==> src/hw/rtl/swl_pkg.sv <==
// Shared types and constants for the stopwatch with lap store.
// Used by swl_core, swl_split and the top level; depends on nothing.
package swl_pkg;

    localparam int TIME_W    = 32;
    localparam int LAPNUM_W  = 16;
    localparam int ROW_W     = 6;
    localparam int OFFSET_W  = 6;
    localparam int VIS_W     = 7;
    localparam int HOURS_W   = 14;
    localparam int MIN_W     = 6;
    localparam int SEC_W     = 6;
    localparam int SUBSEC_W  = 7;

    localparam logic [VIS_W-1:0]    VIS_LINES_RST = 7'd8;
    localparam logic [TIME_W-1:0]   ELAPSED_MAX   = 32'hFFFF_FFFF;
    localparam logic [LAPNUM_W-1:0] LAPCNT_MAX    = 16'hFFFF;
    localparam logic [OFFSET_W-1:0] OFFSET_MAX    = 6'd63;

    typedef enum logic [2:0] {
        OP_TICK        = 3'd0,
        OP_START_STOP  = 3'd1,
        OP_RESET       = 3'd2,
        OP_LAP         = 3'd3,
        OP_SCROLL_UP   = 3'd4,
        OP_SCROLL_DOWN = 3'd5,
        OP_READ_ROW    = 3'd6
    } t_op;

    typedef struct packed {
        logic                vld;
        logic                running;
        logic [LAPNUM_W-1:0] lap_number;
        logic                lap_valid;
        logic                split_valid;
        logic [TIME_W-1:0]   total;
        logic [TIME_W-1:0]   split;
    } t_core_res;

endpackage

==> src/hw/rtl/swl_core.sv <==
// Stopwatch state, lap ring memory and result selection ahead of the time split.
// Uses swl_pkg for the operation codes, widths and the result struct.
module swl_core import swl_pkg::*; #(
    parameter int LAP_SLOTS = 64
) (
    input  logic               i_clk,
    input  logic               i_rst_n,
    input  logic               i_start,
    input  logic [2:0]         i_op,
    input  logic [ROW_W-1:0]   i_row,
    input  logic               i_cfg_we,
    input  logic [VIS_W-1:0]   i_cfg_wdata,
    output t_core_res          o_res
);

    localparam int SW    = $clog2(LAP_SLOTS);
    localparam int MOD_N = 128;
    localparam int DIFF_W = LAPNUM_W + 2;
    localparam int SUM_W  = LAPNUM_W + 1;

    t_op                 op;
    logic [TIME_W-1:0]   r_elapsed, n_elapsed;
    logic                r_running, n_running;
    logic [LAPNUM_W-1:0] r_lap_count, n_lap_count;
    logic [OFFSET_W-1:0] r_offset, n_offset;
    logic [SW-1:0]       r_wr_slot, n_wr_slot;
    logic [VIS_W-1:0]    r_vis_lines;
    logic [TIME_W-1:0]   r_ring [LAP_SLOTS];

    logic [SW-1:0]       mod_tbl [MOD_N];
    logic [SW-1:0]       last_slot, back, rd_cur, rd_prev;
    logic [SW-1:0]       next_slot;
    logic [DIFF_W-1:0]   lap_diff;
    logic                lap_pos, lap_gt1;
    logic [SUM_W-1:0]    off_lines;
    logic                down_ok;

    logic                r_s1_vld;
    logic                r_s1_read, r_s1_lap_pos, r_s1_lap_gt1, r_s1_running;
    logic [LAPNUM_W-1:0] r_s1_lap, r_s1_lap_count;
    logic [TIME_W-1:0]   r_s1_elapsed, r_cur, r_prev;
    t_core_res           r_res, n_res;

    for (genvar i = 0; i < MOD_N; i++) begin : g_mod
        assign mod_tbl[i] = SW'(i % LAP_SLOTS);
    end

    assign op = t_op'(i_op);

    always_comb begin
        off_lines = SUM_W'(r_offset) + SUM_W'(r_vis_lines);
        down_ok   = (off_lines < SUM_W'(r_lap_count)) && (off_lines < SUM_W'(LAP_SLOTS))
                    && (r_offset != OFFSET_MAX);
        next_slot = (r_wr_slot == SW'(LAP_SLOTS - 1)) ? '0 : r_wr_slot + 1'b1;

        n_elapsed   = r_elapsed;
        n_running   = r_running;
        n_lap_count = r_lap_count;
        n_offset    = r_offset;
        n_wr_slot   = r_wr_slot;
        if (i_start) begin
            case (op)
                OP_TICK: begin
                    if (r_running && r_elapsed != ELAPSED_MAX) begin
                        n_elapsed = r_elapsed + 1'b1;
                    end
                end
                OP_START_STOP: begin
                    n_running = !r_running;
                end
                OP_RESET: begin
                    if (!r_running) begin
                        n_elapsed   = '0;
                        n_lap_count = '0;
                        n_wr_slot   = '0;
                    end
                end
                OP_LAP: begin
                    if (r_running) begin
                        if (r_lap_count != LAPCNT_MAX) begin
                            n_lap_count = r_lap_count + 1'b1;
                            n_wr_slot   = next_slot;
                        end
                    end else begin
                        n_running = 1'b1;
                    end
                end
                OP_SCROLL_UP: begin
                    if (r_offset != '0) begin
                        n_offset = r_offset - 1'b1;
                    end
                end
                OP_SCROLL_DOWN: begin
                    if (down_ok) begin
                        n_offset = r_offset + 1'b1;
                    end
                end
                default: begin
                end
            endcase
        end
    end

    // The write slot always equals the lap count modulo the ring size.
    always_comb begin
        lap_diff  = DIFF_W'(r_lap_count) - DIFF_W'(r_offset) - DIFF_W'(i_row);
        lap_pos   = !lap_diff[DIFF_W-1] && (lap_diff != '0);
        lap_gt1   = !lap_diff[DIFF_W-1] && (lap_diff[DIFF_W-2:1] != '0);
        last_slot = (r_wr_slot == '0) ? SW'(LAP_SLOTS - 1) : r_wr_slot - 1'b1;
        back      = mod_tbl[7'(r_offset) + 7'(i_row)];
        if (last_slot >= back) begin
            rd_cur = last_slot - back;
        end else begin
            rd_cur = SW'((SW+1)'(last_slot) + (SW+1)'(LAP_SLOTS) - (SW+1)'(back));
        end
        rd_prev = (rd_cur == '0) ? SW'(LAP_SLOTS - 1) : rd_cur - 1'b1;
    end

    always_ff @(posedge i_clk) begin
        if (!i_rst_n) begin
            r_elapsed   <= '0;
            r_running   <= 1'b0;
            r_lap_count <= '0;
            r_offset    <= '0;
            r_wr_slot   <= '0;
            r_vis_lines <= VIS_LINES_RST;
            r_s1_vld    <= 1'b0;
            r_res       <= '0;
        end else begin
            r_elapsed   <= n_elapsed;
            r_running   <= n_running;
            r_lap_count <= n_lap_count;
            r_offset    <= n_offset;
            r_wr_slot   <= n_wr_slot;
            if (i_cfg_we) begin
                r_vis_lines <= i_cfg_wdata;
            end
            r_s1_vld    <= i_start;
            r_res       <= n_res;
        end
    end

    always_ff @(posedge i_clk) begin
        if (i_start && op == OP_LAP && r_running) begin
            r_ring[r_wr_slot] <= r_elapsed;
        end
        r_cur <= r_ring[rd_cur];
        r_prev <= r_ring[rd_prev];
    end

    always_ff @(posedge i_clk) begin
        r_s1_read      <= (op == OP_READ_ROW);
        r_s1_lap_pos   <= lap_pos;
        r_s1_lap_gt1   <= lap_gt1;
        r_s1_lap       <= lap_diff[LAPNUM_W-1:0];
        r_s1_running   <= n_running;
        r_s1_lap_count <= n_lap_count;
        r_s1_elapsed   <= n_elapsed;
    end

    always_comb begin
        n_res         = '0;
        n_res.vld     = r_s1_vld;
        n_res.running = r_s1_running;
        if (r_s1_read) begin
            if (r_s1_lap_pos) begin
                n_res.lap_number = r_s1_lap;
                n_res.lap_valid  = 1'b1;
                n_res.total      = r_cur;
            end
            if (r_s1_lap_gt1) begin
                n_res.split_valid = 1'b1;
                n_res.split       = r_cur - r_prev;
            end
        end else begin
            n_res.lap_number = r_s1_lap_count;
            n_res.total      = r_s1_elapsed;
        end
    end

    assign o_res = r_res;

endmodule

==> config.mk <==
export PLATFORM = sky130hd
export DESIGN_NAME = swl_core
export DESIGN_NICKNAME = d
export VERILOG_FILES = /design/src/hw/rtl/swl_pkg.sv /design/src/hw/rtl/swl_core.sv
export SDC_FILE = /design/constraint.sdc
export NUM_CORES = 2
export LEC_CHECK = 0
export BUFFER_PORTS_ARGS = -buffer_cell sky130_fd_sc_hd__buf_4
export CORE_AREA = 2 2 459 506
export CTS_CLUSTER_DIAMETER = 100
export DETAILED_ROUTE_END_ITERATION = 7
export DIE_AREA = 0 0 461 508
export PLACE_DENSITY = 0.69
export SYNTH_ARGS = -nofsm -noshare
export SYNTH_HDL_FRONTEND = slang
export SYNTH_SLANG_ARGS = --single-unit
==> constraint.sdc <==
create_clock -name i_clk -period 10.1 [get_ports i_clk]
set_input_delay 2.02 -clock i_clk [delete_from_list [all_inputs] [get_ports i_clk]]
set_output_delay 2.02 -clock i_clk [all_outputs]
set_load 0.01 [all_outputs]
==> results by group <==
Yosys
  – FFs w/ async S/R, synth: 0%
  – Synth Area in XOR/XNOR: 0.522%
  – Synth Area in Adders: under 10%
  – Syn_nets: slightly below 6,000
  – Commonest cells in the netlist: edfxtp_1, mux4_2, clkbuf_1, nand2_1, dfxtp_1
  – Largest family of logic cells by synthesized area: multiplexers
  – Main synth FF type: edfxtp_1
  – Number of flops mapped to enable cells by yosys: 2,048
  – Avg Synthesized Cell Area: 18.4 µm²
  – Top post-synthesis cells by area: edfxtp_1, mux4_2, dfxtp_1, clkbuf_1, nand2_1
  – Post-synth cell types: 71
  – Post-synthesis mux area share: 25.5%
  – Post-synth top area share: 57.4%
  – Post-Synthesis Cells: 5,828
  – #FFs+latches synth: 2,333
  – Post-Synth Simple-Gate Area: 3.57%
  – Most numerous cell in the Yosys netlist: edfxtp_1
  – Compound-gate portion of the synthesized area: under 10%
  – Synth area leader: edfxtp_1
  – Seq/Total Area, Yosys: between 60% and 70%
  – Synth warn: 0
  – Syn Std Cell Area: 107,000 µm²

Worst setup path
  – CP max FO: 29
  – CP dominant cell by count: buf_4
  – Slowest-stage cell, CP: o21ai_4
  – Crit. Startpoint: i_row[0]
  – Largest stage delay, worst path: 1000 ps
  – Origin of the critical flop-to-flop path: r_wr_slot[0]
  – Crit path DAT: around 8000 ps
  – Worst Reg2Reg Path Length in Cells: 18
  – Startpoint Class: primary input
  – Crit end category: flip-flop
  – CP Data Required Time: 10,830 ps
  – Crit path cell chain: buf_4, ha_1, inv_1, fa_1, fa_4, xnor2_2, buf_4, nand2b_1, mux2i_1, nand3_2, o21ai_4, buf_4, mux2_1, o211ai_1, o211ai_1
  – Crit path kind: primary input to flip-flop

GRT
  – Global-route wire length before repair: 495,000 µm
  – Largest net degree at the start of global routing: about 150
  – Total GRT Usage: 30.3%
  – Antenna violations before repair: 19
  – Vias in the first global route: 62,600
  – GR Overflow Total: 0

Die
  – Die X-Extent: 461 µm
  – Die ar.: 234,000 µm²
  – Row cnt: 185
  – Ports: 104
  – Core Area: between 200,000 and 250,000 µm²
  – Starting Density: 46.7%
  – Die H: about 510 µm

Min path
  – Worst hold stages: 1
  – HP Class: flip-flop to flip-flop
  – Hold path startpoint: r_s1_lap[7]

Clock tree
  – CTS H-tree lvls: 4
  – Clk slew on worst S/H paths: 70 ps
  – Hold_buf cts: 0
  – Sink Count: 2,333
  – Post-cts sizing count: 0
  – Maximum clock path buffer count: 3
  – CTS tree: built
  – Setup Buffers After CTS: 0
  – Clk_lat worst skew: a little under 900 ps
  – CTS Buf Count: between 200 and 250
  – CTS Root Cell: clkbuf_16

Place
  – PortBufs: 103
  – GPL Wtd Cong: between 0.9 and 1
  – Post-DP HPWL: 226,000 µm
  – Placed cell area: 113,000 µm²

Job
  – Max Cap Viol: 0

Power
  – Switching Share: between 30% and 40%
  – VDD IR-drop max: about 0.00024 V
  – Internal Power: 17.7 mW
  – Leak: 41.8 nW
  – Power share of the clock group: 32.5%
  – P per Cell Area: 218 nW/µm²
  – Net switching power: 8.46 mW
  – Combinational Power Share: 26.0%
  – Flop pwr share: 41.5%

Timing
  – Period utilization: between 70% and 80%
  – Final Max Slew Viols: 0
  – Highest clock rate: 0.136 GHz
  – Least-Margin Pin Slew: 1430 ps
  – Worst slew margin: 4.14%
  – Endpoints failing setup: 0
  – Final TNS setup: 0 ps
  – Final hold violation count: 0
  – Min cycle time layout: 7330 ps
  – Hold slack final: 440 ps
  – Clock skew: approximately 36 ps
  – RSZ-0062 raised after global routing: no

Finish
  – Share of cells above drive strength 1: 31.7%
  – Area grow syn2layout: 12.0%
  – Nets: 6,033
  – Finished Cell Area: 120,000 µm²

Detailed routing
  – DRT Pass-1 Iters: 6
  – Drt first-iter violations: 11,000
  – Final ANT Viol Nets: 0
  – DRC: 0
  – DR vias/cell: between 7 and 8
  – Vias: 65,200
  – Drt wl/cell: 38.5 µm
  – Detailed Route WL: about 350,000 µm

Outcome
  – Outcome: finished clean
## per-stage QoR
stage / util [%] / worst slack (ps) / std cells / total power, mW
after floorplan: - / 3790 / 5828 / 15.0
after global placement: 49.1 / 2150 / 8796 / 17.6
after detailed placement: 49.1 / 2130 / 8796 / 17.6
after CTS: 52.3 / 3060 / 9204 / 26.0
after global routing: 52.3 / 2820 / 9205 / 26.7
final: 52.3 / 2770 / 9211 / 26.1
## layout by cell type, fill, tap and decap left out, types with 24 or more instances in the layout
cell       Yosys  routed
a211o_1       34      34
a21o_1        25      25
a21oi_1      103     101
a22o_1        86      86
a31o_1        28      28
a31oi_1       58      56
a32oi_1       33      33
and2_1        61      61
and3_1        52      49
buf_4          0     294
bufinv_16      0      26
clkbuf_1     372      35
clkbuf_16      0     221
clkinv_1       1      37
clkinv_2       0      50
dfxtp_1      285     253
dfxtp_2        0      32
edfxtp_1    2048    2048
ha_1          76      74
inv_1         88      89
mux2_1        30      30
mux2i_1      106     106
mux4_2      1152    1152
nand2_1      319     317
nand3_1       81      79
nor2_1       157      91
nor2_4         0      66
nor3_1        26      24
o211ai_1     104     104
o21ai_0      112     112
o221ai_1      32      32
o31ai_1       40      40
xnor2_1       43      36
## cell families (layout without fill, tap and decap cells)
logic type | after synthesis | after routing
other | 0 | 7
adder cells (fa/ha/maj) | 83 | 83
multiplexers | 1291 | 1291
XOR/XNOR | 63 | 63
flip-flops | 2333 | 2333
buffers and inverters | 517 | 808
AO/OA/AOI/OAI | 727 | 727
AND/OR/NAND/NOR | 814 | 814
## layer usage
| metal | part of all wire [%] | vias up | track usage (%) | wire length [µm] |
|---|---|---|---|---|
| met3 | 14 | 1005 | 9.96 | 49500 |
| met5 | 0.053 | - | 0 | 187 |
| met2 | 46 | 5389 | 46.5 | 163000 |
| li1 | - | 24900 | - | - |
| met4 | 6.8 | 26 | 17.0 | 24200 |
| met1 | 33 | 33900 | 38.0 | 117000 |
## power by group through the flow
| stage | Combinational (mW) | Sequential (mW) | Clock [mW] |
|---|---|---|---|
| 3_3_place_gp | 6.57 | 11.0 | 0 |
| 4_1_cts | 6.63 | 10.8 | 8.53 |
| 5_1_grt | 7.02 | 10.8 | 8.86 |
| 6_report | 6.80 | 10.8 | 8.48 |
| 2_1_floorplan | 4.24 | 10.8 | 0 |
| 3_5_place_dp | 6.60 | 11.0 | 0 |
## sequential cells by signal, summed over array words and instances, names as in the netlist, 32 cells and up
register      flops
r_cur            32
r_ring         2048
r_elapsed        32
r_s1_elapsed     32
o_res            84
r_prev           32
## worst paths after layout
| check | end | slack, ps |
|---|---|---|
| setup / recovery | r_prev[6] | 2770 |
| hold / removal | o_res[73] | 440 |
| setup reg to reg | r_prev[6] | 3140 |
| hold reg to reg | o_res[73] | 440 |
## cell type report
class / count / area [µm²]
fill: 17900 / 110000
sequential: 2333 / 67200
antenna: 7 / 17.5
inverter: 89 / 334
clock inverter: 138 / 1470
clock buffer: 270 / 5850
tap: 3085 / 3860
timing repair buffer: 311 / 2550
multi-input combinational: 2978 / 38800
## critical path: cells and delay by family
family | cells | cell delay [ps]
xor gates and xnor gates | 1 | 300
buffers and inverters | 4 | 1240
AOI/OAI and AO/OA | 3 | 1780
muxes | 2 | 970
and+or+nand+nor | 2 | 430
adders and majority gates | 3 | 1240
(Power assumes the default switching activity.)
